File: src/rtl/grc_pkg.sv
package grc_pkg;

  // Default geometry of the screen and of the grid map.
  localparam int unsigned SCREEN_W_DEF = 640;
  localparam int unsigned SCREEN_H_DEF = 480;
  localparam int unsigned MAP_SIZE_DEF = 16;

  // Fixed widths of the camera registers and of the shared divider.
  localparam int unsigned POS_W   = 16;
  localparam int unsigned DIR_W   = 16;
  localparam int unsigned FRAC_W  = 12;
  localparam int unsigned DIV_N_W = 27;
  localparam int unsigned DIV_D_W = 48;
  localparam int unsigned SD_W    = 48;

  // Stand-in for an infinite delta distance when a ray component is zero.
  localparam logic [SD_W-1:0] DIST_INF = 48'h0100_0000_0000;

  // Configuration port.
  localparam int unsigned CFG_IDX_W  = 3;
  localparam int unsigned CFG_DATA_W = 16;

  typedef enum logic [CFG_IDX_W-1:0] {
    CFG_CAM_POS_X   = 3'd0,
    CFG_CAM_POS_Y   = 3'd1,
    CFG_VIEW_DIR_X  = 3'd2,
    CFG_VIEW_DIR_Y  = 3'd3,
    CFG_CAM_PLANE_X = 3'd4,
    CFG_CAM_PLANE_Y = 3'd5
  } cfg_idx_e;

  localparam logic [POS_W-1:0] CAM_POS_X_RST   = 16'h8000;
  localparam logic [POS_W-1:0] CAM_POS_Y_RST   = 16'h8000;
  localparam logic [DIR_W-1:0] VIEW_DIR_X_RST  = 16'hC000;
  localparam logic [DIR_W-1:0] VIEW_DIR_Y_RST  = 16'h0000;
  localparam logic [DIR_W-1:0] CAM_PLANE_X_RST = 16'h0000;
  localparam logic [DIR_W-1:0] CAM_PLANE_Y_RST = 16'd10813;

  // Item and result codes.
  localparam logic ITEM_WRITE = 1'b0;
  localparam logic ITEM_CAST  = 1'b1;
  localparam logic SIDE_X     = 1'b0;
  localparam logic SIDE_Y     = 1'b1;
  localparam logic ST_WALL    = 1'b0;
  localparam logic ST_OFF_MAP = 1'b1;

  typedef struct packed {
    logic       command;
    logic [9:0] column;
    logic [3:0] cell_x;
    logic [3:0] cell_y;
    logic [3:0] cell_value;
  } in_item_t;

  typedef struct packed {
    logic [9:0]  out_column;
    logic [3:0]  wall_type;
    logic        hit_side;
    logic [15:0] wall_distance;
    logic [8:0]  draw_start;
    logic [8:0]  draw_end;
    logic        status;
  } out_item_t;

  // Commands from the controller to the datapath.
  typedef enum logic [3:0] {
    DP_NONE,
    DP_CLEAR,
    DP_LATCH,
    DP_CAMX,
    DP_MUL,
    DP_RAY,
    DP_DIV_DX,
    DP_DIV_DY,
    DP_SIDE,
    DP_STEP,
    DP_DIV_LH,
    DP_HIT,
    DP_OFF_MAP
  } dp_op_e;

  // Status from the datapath to the controller.
  typedef struct packed {
    logic clear_last;
    logic item_cast;
    logic div_busy;
    logic off_map;
    logic cell_hit;
    logic step_limit;
    logic out_stall;
  } dp_status_t;

endpackage

File: src/rtl/grc_ctrl.sv
module grc_ctrl (
  input  logic                clk_i,
  input  logic                rst_ni,
  input  logic                in_valid_i,
  output logic                in_ready_o,
  input  grc_pkg::dp_status_t status_i,
  output grc_pkg::dp_op_e     op_o
);

  typedef enum logic [4:0] {
    S_CLEAR,
    S_IDLE,
    S_CAMX,
    S_MUL,
    S_RAY,
    S_DX,
    S_DX_WAIT,
    S_DY,
    S_DY_WAIT,
    S_SIDE,
    S_STEP,
    S_TEST,
    S_LH,
    S_LH_WAIT,
    S_HIT,
    S_OFF
  } state_e;

  state_e state_q, state_d;

  always_comb begin
    state_d = state_q;
    op_o    = grc_pkg::DP_NONE;
    unique case (state_q)
      S_CLEAR: begin
        op_o = grc_pkg::DP_CLEAR;
        if (status_i.clear_last) state_d = S_IDLE;
      end
      S_IDLE: begin
        if (in_valid_i) begin
          op_o = grc_pkg::DP_LATCH;
          if (status_i.item_cast) state_d = S_CAMX;
        end
      end
      S_CAMX: begin
        op_o    = grc_pkg::DP_CAMX;
        state_d = S_MUL;
      end
      S_MUL: begin
        op_o    = grc_pkg::DP_MUL;
        state_d = S_RAY;
      end
      S_RAY: begin
        op_o    = grc_pkg::DP_RAY;
        state_d = S_DX;
      end
      S_DX: begin
        op_o    = grc_pkg::DP_DIV_DX;
        state_d = S_DX_WAIT;
      end
      S_DX_WAIT: if (!status_i.div_busy) state_d = S_DY;
      S_DY: begin
        op_o    = grc_pkg::DP_DIV_DY;
        state_d = S_DY_WAIT;
      end
      S_DY_WAIT: if (!status_i.div_busy) state_d = S_SIDE;
      S_SIDE: begin
        op_o    = grc_pkg::DP_SIDE;
        state_d = S_STEP;
      end
      S_STEP: begin
        op_o    = grc_pkg::DP_STEP;
        state_d = S_TEST;
      end
      S_TEST: begin
        if (status_i.off_map) begin
          state_d = S_OFF;
        end else if (status_i.cell_hit) begin
          state_d = S_LH;
        end else if (status_i.step_limit) begin
          state_d = S_OFF;
        end else begin
          state_d = S_STEP;
        end
      end
      S_LH: begin
        op_o    = grc_pkg::DP_DIV_LH;
        state_d = S_LH_WAIT;
      end
      S_LH_WAIT: if (!status_i.div_busy) state_d = S_HIT;
      S_HIT: begin
        if (!status_i.out_stall) begin
          op_o    = grc_pkg::DP_HIT;
          state_d = S_IDLE;
        end
      end
      S_OFF: begin
        if (!status_i.out_stall) begin
          op_o    = grc_pkg::DP_OFF_MAP;
          state_d = S_IDLE;
        end
      end
      default: state_d = S_IDLE;
    endcase
  end

  always_ff @(posedge clk_i or negedge rst_ni) begin
    if (!rst_ni) begin
      state_q <= S_CLEAR;
    end else begin
      state_q <= state_d;
    end
  end

  assign in_ready_o = (state_q == S_IDLE);

endmodule

File: config.mk
export PLATFORM = sky130hd
export DESIGN_NAME = grc_ctrl
export DESIGN_NICKNAME = d
export VERILOG_FILES = /design/src/rtl/grc_pkg.sv /design/src/rtl/grc_ctrl.sv
export SDC_FILE = /design/constraint.sdc
export NUM_CORES = 1
export LEC_CHECK = 0
export ABC_CLOCK_PERIOD_IN_PS = 1500
export BUFFER_PORTS_ARGS = -buffer_cell sky130_fd_sc_hd__buf_2
export CAP_MARGIN = 20
export CORE_AREA = 2 2 39 41
export DETAILED_ROUTE_END_ITERATION = 8
export DIE_AREA = 0 0 41 43
export SYNTH_ARGS = -nofsm -noshare
export SYNTH_HDL_FRONTEND = slang
export SYNTH_SLANG_ARGS = --single-unit
File: constraint.sdc
create_clock -name clk_i -period 1.5 [get_ports clk_i]
set_clock_uncertainty 0.1 [all_clocks]
set_input_delay 0.075 -clock clk_i [delete_from_list [all_inputs] [get_ports clk_i]]
set_output_delay 0.075 -clock clk_i [all_outputs]
set_load 0.01 [all_outputs]
Word-level counts from Yosys, hierarchy flattened --
Cells that the tools add are included.
Word-level totals: flip-flop bits (word level) 5, bits in latches 0, RAM bits 0, ROM bits 0, input bits 10, output and inout port bits 5, word-level logic and storage cells 41, memories kept 0
Cells by class: add/sub/neg operators 0, multipliers 0, div/mod/pow operators 0, magnitude comparators 0, equal/unequal tests 22, shift operators 0, multiplexer cells 15, bitwise logic cells 0, reductions and logical operators 3
Operators by type and width (count):
- $pmux 5 s15 | 1
- $pmux 4 s12 | 1
- $eq 5x4->1 const B | 8
- $mux 5 | 7
- $eq 5x3->1 const B | 4
- $ne 2x2->1 const B | 6
- $eq 5x2->1 const B | 2
- $mux 3 | 3
- $mux 4 | 2
- $reduce_and 7->1 | 1
- $eq 5x1->1 const B | 1
- $logic_not 5->1 | 1
- $mux 2 | 1
- $ne 2x1->1 const B | 1
- $reduce_or 2->1 | 1

Depth between registers and ports, before layout --
Gate-level depths: netlist (run 1).
word-level depth 4, gate-level depth with buffers 5, gate-level depth less buffers 4

Worst setup path before layout (run 1) --
No wires, ideal clock.
path type flip-flop to flip-flop, start register state_q[1], end register state_q[0], setup time 0.132 ns, data arrival time 1.291 ns, required time 1.268 ns, path slack -0.024 ns, cell stages (with the launch flop) 6, buffers on the path 1, period minus slack after synthesis 1.524 ns, path through dfrtp_1 buf_6 or3_4 or3_1 o21ai_0 a211oi_1
Between the ends: longest elaborated chain between the ends 4, elaborated cells between the ends (all ways) 26, classes of those cells eq/ne (22); mux (1); reduce/logical (3)
Ends and longest elaborated chain:
- from (decl) | RTL line grc_ctrl.sv:29 | state_e state_q, state_d;
- from (signal assigned) | RTL line grc_ctrl.sv:111 | state_q <= state_d;
- $eq 5x4->1 | RTL line grc_ctrl.sv:34 | unique case (state_q)
- $reduce_or 2->1 (no source line)
- $ne 2x2->1 (no source line)
- $reduce_and 7->1 (no source line)
Parallel ways exist; a longest one is shown, timed or not. A chain may end at the register's enable or synchronous reset.

Worst setup path in the final report (run 1) --
start register state_q[1], end output port op_o[3]
Between the ends: longest elaborated chain between the ends 2, elaborated cells between the ends (all ways) 13, classes of those cells eq/ne (11); mux (1); reduce/logical (1)
Ends and longest elaborated chain:
- $eq 5x4->1 (tied with other cells) | RTL line grc_ctrl.sv:34
- $pmux 4 s12 (*) | RTL line grc_ctrl.sv:34
- to (decl) | RTL line grc_ctrl.sv:7 | output grc_pkg::dp_op_e op_o
Every way passes the cells marked *; elsewhere a longest branch is shown, timed or not.

==> flow_summary.json, run 1 <==
{
  "cts_made_buffers": 3,
  "cp_max_fo": 5,
  "maxSlewViolCount": 0,
  "power_density_nw_per_um2": 2380,
  "worstReg2RegStart": "state_q[2]$_DFFE_PN0P_",
  "gp_congestion": 0.767,
  "synthesis.nets": 72,
  "p_leak_nw": 0.342,
  "initial_core_util": 0.331,
  "syn_avg_cell_area_um2": 7.39,
  "cts_buffer_depth": 2,
  "maxSlewHeadroom": 0.816,
  "synth_top_flop_cell": "dfrtp_1",
  "grt_max_degree": 10,
  "grt_pass1_vias": 568,
  "hold_path_depth": 3,
  "startpoint": "state_q[1]$_DFFE_PN0P_",
  "setup_tns_ps": -229,
  "p_switching_mw": 0.825,
  "slowest_delay_ps": 430,
  "reg2reg_depth": 4,
  "h-tree-depth": 1,
  "antenna_found_initial": 0,
  "synth-simple-area-share": 0.287,
  "ys_ff_latch": 4,
  "critPathArrivalTime_ps": 1400,
  "finalCritPeriodShare": 1.05,
  "grt_pass1_wl_mm": 2.26,
  "cap_violations": 0,
  "hp-class": "in -> reg",
  "finalCriticalPeriod_ps": 1570,
  "portBuffers": 14,
  "yosys.area_share.xor_xnor": 0.0191,
  "dr.pass1.iters": 5,
  "drt_iter0_drc": 12,
  "layout-drive-gt1-share": 0.554,
  "pin_count": 15,
  "clk_latency_ps": 240,
  "required_ps": 1320,
  "fillerInstances": 133,
  "cts_num_sinks": 4,
  "yosys.area_share.adder": 0,
  "irDropWorstVdd_mv": 0.943,
  "p_int_mw": 0.979,
  "hold_viol": 0,
  "drc": 0,
  "synth_compound_area_frac": 0.372,
  "final_antenna_net_count": 0,
  "vias": 608,
  "dieArea_um2": 1760,
  "total_power_mw": 1.80,
  "yosys-top-cells-count": "a21oi_1, inv_1, o21ai_0",
  "crit_path_start_kind": "flip-flop",
  "overflow": 0,
  "regMostFlops": "state_q",
  "synth.area.top_cells": "dfrtp_1, a21oi_1, o21ai_0",
  "synth_top_cell_by_area": "dfrtp_1",
  "via_per_inst": 5.63,
  "seqCellArea_um2": 104,
  "gr-usage-all-layers": 0.191,
  "synth_top_family_by_area": "compound AO/OA/AOI/OAI gates",
  "synth_top_area_frac": 0.219,
  "dp_hpwl_um": 947,
  "wirelength_mm": 1.44,
  "reg2reg_setup_slack_ps": -70,
  "worstMarginPinSlew_ps": 274,
  "syn2layout_area_growth_pct": 65.6,
  "drt-wirelength-per-cell_um": 13.4,
  "setup_ws_ps": -70.0,
  "syn_area_um2": 458,
  "max_freq_ghz": 0.637,
  "crit_slowest_cell": "dfrtp_2",
  "status": "complete, but fails checks",
  "critPathKind": "reg -> out",
  "synth_cell_types": 30,
  "synthesis.instances": 62,
  "multi_input_area_um2": 363,
  "synth_warnings": 0,
  "violations": "setup timing",
  "rsz0062_at_grt": "yes",
  "synth_edf_count": 0,
  "cts_root_buf": "clkbuf_4",
  "min_to": "state_q[2]$_DFFE_PN0P_",
  "reg_top3": "state_q: 4 flops",
  "die_y_um": 43,
  "async_flop_share": 1.00,
  "power_frac_seq": 0.158,
  "cp_cell_sequence": "buf_6 -> buf_4 -> xnor2_2 -> nor2_1 -> o21a_1 -> buf_2",
  "r2r_end": "state_q[0]$_DFFE_PN0P_",
  "cp-end-kind": "primary output",
  "power_frac_comb": 0.767,
  "largest_reg_flops": 4,
  "cts_tree": "built",
  "row_count": 14,
  "power.share.clock": 0.075,
  "num_antenna_cells": 0,
  "min_from": "status_i[3]",
  "coreArea_um2": 1380,
  "p_sw_frac": 0.457,
  "die_x_um": 41,
  "nets": 104,
  "setup_viol": 4,
  "yosysSeqAreaShare": 0.219,
  "synthMuxAreaShare": 0,
  "path_clk_slew_ps": 40
}
==> metrics by stage <==
stage	instances	utilization	cell area, µm²	hold WS [ps]	worst slack (ps)
finish	108	0.548	758	62.1	-70.0
global route	108	0.548	758	89.0	-145
CTS	108	0.513	709	59.6	-75.6
detailed placement	98	0.435	602	-218	-36.4
global placement	98	0.435	602	-218	-12.0
floorplan	62	-	458	-321	-4.56
==> worst max-delay path by stage <==
| stage | endpoint | slack (ps) | cells after the start |
|---|---|---|---|
| floorplan | state_q[0]$_DFFE_PN0P_ | -5 | 5 |
| global placement | state_q[0]$_DFFE_PN0P_ | -10 | 4 |
| detailed placement | state_q[0]$_DFFE_PN0P_ | -40 | 4 |
| CTS | op_o[1] | -80 | 6 |
| global route | state_q[0]$_DFFE_PN0P_ | -140 | 6 |
| finish | op_o[3] | -70 | 6 |
==> kinds of logic after synthesis <==
family / Yosys count
xor gates and xnor gates: 1
and+or+nand+nor: 22
buffers and inverters: 10
AOI/OAI and AO/OA: 25
DFF: 4
==> layout make-up <==
class | instances | area share
well taps | 16 | 0.0264
inverters | 5 | 0.0347
repair buffers | 32 | 0.294
multi-input cells | 48 | 0.479
clock buffers | 3 | 0.0297
flip-flops and latches | 4 | 0.137
==> timing repair <==
action	4_1_cts	5_1_grt
setup endpoints to repair	5	7
buffers inserted	6	0
pin swaps	5	5
hold endpoints to repair	4	0
gates resized for setup	10	13
hold buffers	1	0
==> layout by cell type, fill, tap and decap left out, types with 2 or more instances in the layout <==
cell,count
buf_2,14
o21ai_0,3
nor2_1,2
inv_1,2
dfrtp_2,3
nand2_1,4
o22ai_1,4
nor4_1,2
buf_4,14
inv_2,2
a21oi_1,4
buf_6,2
a211oi_2,2
clkbuf_4,3
nand3_1,3
a31oi_1,3
==> worst max-delay path, delay by kind of cell (launching register included) <==
family / cells / cell delay (ps)
AND/OR/NAND/NOR: 1 / 60
XOR/XNOR: 1 / 120
AO/OA/AOI/OAI: 1 / 150
buffers and inverters: 3 / 390
flip-flops: 1 / 430
==> metal layers <==
metal	up-vias	track usage	wire, µm	share of wire
met5	-	0	0	0
met4	0	0.100	6	0.0042
met3	2	0.0157	56	0.039
li1	300	-	-	-
met1	284	0.212	591	0.41
met2	22	0.331	788	0.55
==> power groups by stage <==
| stage | clock, mW | sequential, mW | combinational, mW |
|---|---|---|---|
| 2_1_floorplan | 0 | 0.215 | 0.708 |
| 3_3_place_gp | 0 | 0.250 | 1.03 |
| 3_5_place_dp | 0 | 0.253 | 1.04 |
| 4_1_cts | 0.142 | 0.260 | 1.25 |
| 5_1_grt | 0.145 | 0.297 | 1.52 |
| 6_report | 0.136 | 0.285 | 1.38 |
Note: power is estimated with default switching activity, not from simulation.
==> inputs of run 2 (changes only) <==
PLACE_DENSITY = 0.64   (was unset)
==> run 2 against run 1 <==
Effect of this change: the run still ends with setup timing left; cell area increased by 11%; maximum frequency is 1.6% lower; critical path depth unchanged; largest power group unchanged; highest routed layer unchanged.
==> flow_summary.json, run 2 (synthesized netlist as in run 1, its figures left out) <==
{
  "crit_path_start_kind": "flip-flop",
  "final_cell_mix": "buf_4, buf_2, buf_6, a21oi_1",
  "nets": 112,
  "regMostFlops": "state_q",
  "hold_ws_ps": 51.2,
  "cp_cell_sequence": "buf_6 -> inv_1 -> nand2_2 -> o22ai_2 -> o21a_1 -> buf_2",
  "status": "complete, but fails checks",
  "required_ps": 1320,
  "dp_hpwl_um": 976,
  "dieArea_um2": 1760,
  "antenna_found_initial": 0,
  "drc": 0,
  "grt_pass1_vias": 552,
  "clk_latency_ps": 230,
  "power_density_nw_per_um2": 2410,
  "hold_path_depth": 3,
  "cts_made_buffers": 3,
  "critPathKind": "reg -> out",
  "instances_no_fill": 116,
  "finalCritPeriodShare": 1.06,
  "slowest_delay_ps": 430,
  "max_freq_ghz": 0.627,
  "dp.cells": 98,
  "cts_buffer_depth": 2,
  "cts_tree": "built",
  "gr-usage-all-layers": 0.186,
  "maxSlewHeadroom": 0.833,
  "die_x_um": 41,
  "dr.pass1.iters": 2,
  "drt_iter0_drc": 10,
  "grt_pass1_wl_mm": 2.28,
  "hp-class": "in -> reg",
  "pin_count": 15,
  "num_antenna_cells": 0,
  "coreArea_um2": 1380,
  "cp-end-kind": "primary output",
  "reg_top3": "state_q: 4 flops",
  "gp_congestion": 0.776,
  "die_y_um": 43,
  "cp_max_fo": 9,
  "cts_root_buf": "clkbuf_4",
  "h-tree-depth": 1,
  "maxSlewViolCount": 0,
  "total_power_mw": 2.04,
  "portBuffers": 14,
  "reg2reg_depth": 4,
  "setup_viol": 5,
  "row_count": 14,
  "critPathArrivalTime_ps": 1420,
  "crit_slowest_cell": "dfrtp_2",
  "fillerInstances": 112,
  "vias": 623,
  "wirelength_mm": 1.59,
  "mostFrequentLayoutCell": "buf_4",
  "rsz0062_at_grt": "yes",
  "largest_reg_flops": 4,
  "drt-wirelength-per-cell_um": 13.7,
  "final_antenna_net_count": 0,
  "syn2layout_area_growth_pct": 84.2,
  "layout-drive-gt1-share": 0.590,
  "finalCriticalPeriod_ps": 1600,
  "irDropWorstVdd_mv": 0.912,
  "cap_violations": 0,
  "worstMarginPinSlew_ps": 246,
  "p_leak_nw": 0.387,
  "path_clk_slew_ps": 40,
  "cts_num_sinks": 4,
  "initial_core_util": 0.331,
  "hold_viol": 0,
  "setup_ws_ps": -95.4,
  "grt_max_degree": 10,
  "violations": "setup timing",
  "via_per_inst": 5.37,
  "overflow": 0
}
-- run 2: layout make-up --
type,count,area (µm²),area share
multi-input cells,48,364,0.432
repair buffers,40,310,0.368
flip-flops and latches,4,101,0.120
inverters,5,25.0,0.0297
clock buffers,3,22.5,0.0267
well taps,16,20.0,0.0237
-- run 2: worst paths after layout --
check,from,slack [ps],to
hold reg to reg,state_q[1]$_DFFE_PN0P_,560,state_q[1]$_DFFE_PN0P_
setup / recovery,state_q[1]$_DFFE_PN0P_,-100,op_o[3]
hold / removal,status_i[3],50,state_q[2]$_DFFE_PN0P_
setup reg to reg,state_q[2]$_DFFE_PN0P_,-50,state_q[0]$_DFFE_PN0P_
min in group asynchronous,rst_ni,80,state_q[2]$_DFFE_PN0P_
max in group asynchronous,rst_ni,1090,state_q[1]$_DFFE_PN0P_
-- run 2: metrics by stage --
stage,setup TNS [ps],utilization,setup WS [ps],cell area [µm²]
floorplan,-4.56,-,-4.56,458
global placement,0,0.435,18.0,602
detailed placement,-46.3,0.435,-46.3,602
CTS,-231,0.585,-72.8,810
global route,-712,0.609,-175,843
finish,-259,0.609,-95.4,843
-- run 2: critical path, delay by kind of cell, from the launching register on --
kind	cells	cell delay (ps)
DFF	1	430
and+or+nand+nor	1	70
AOI/OAI and AO/OA	2	320
buffers and inverters	3	360
-- run 2: power breakdown --
| group | total [mW] | switching, mW | leakage [nW] | internal [mW] |
|---|---|---|---|---|
| clock network | 0.131 | 0.0414 | 0.0138 | 0.0893 |
| logic | 1.64 | 0.733 | 0.328 | 0.911 |
| registers | 0.262 | 0.0925 | 0.0447 | 0.169 |
| total | 2.04 | 0.867 | 0.387 | 1.17 |
-- run 2: repair_timing --
item,CTS,global route
buffers inserted,12,2
hold endpoints to repair,4,0
pin swaps,7,2
endpoints found under the setup margin,5,6
hold buffers,1,0
resized for setup,19,6
-- run 2: layer usage --
metal  track usage  vias to the layer above  part of all wire
met1         0.214                      287              0.41
met4        0.0533                        0             0.025
met2         0.328                       14              0.54
met5             0                        -                 0
li1              -                      318                 -
met3        0.0314                        4             0.028
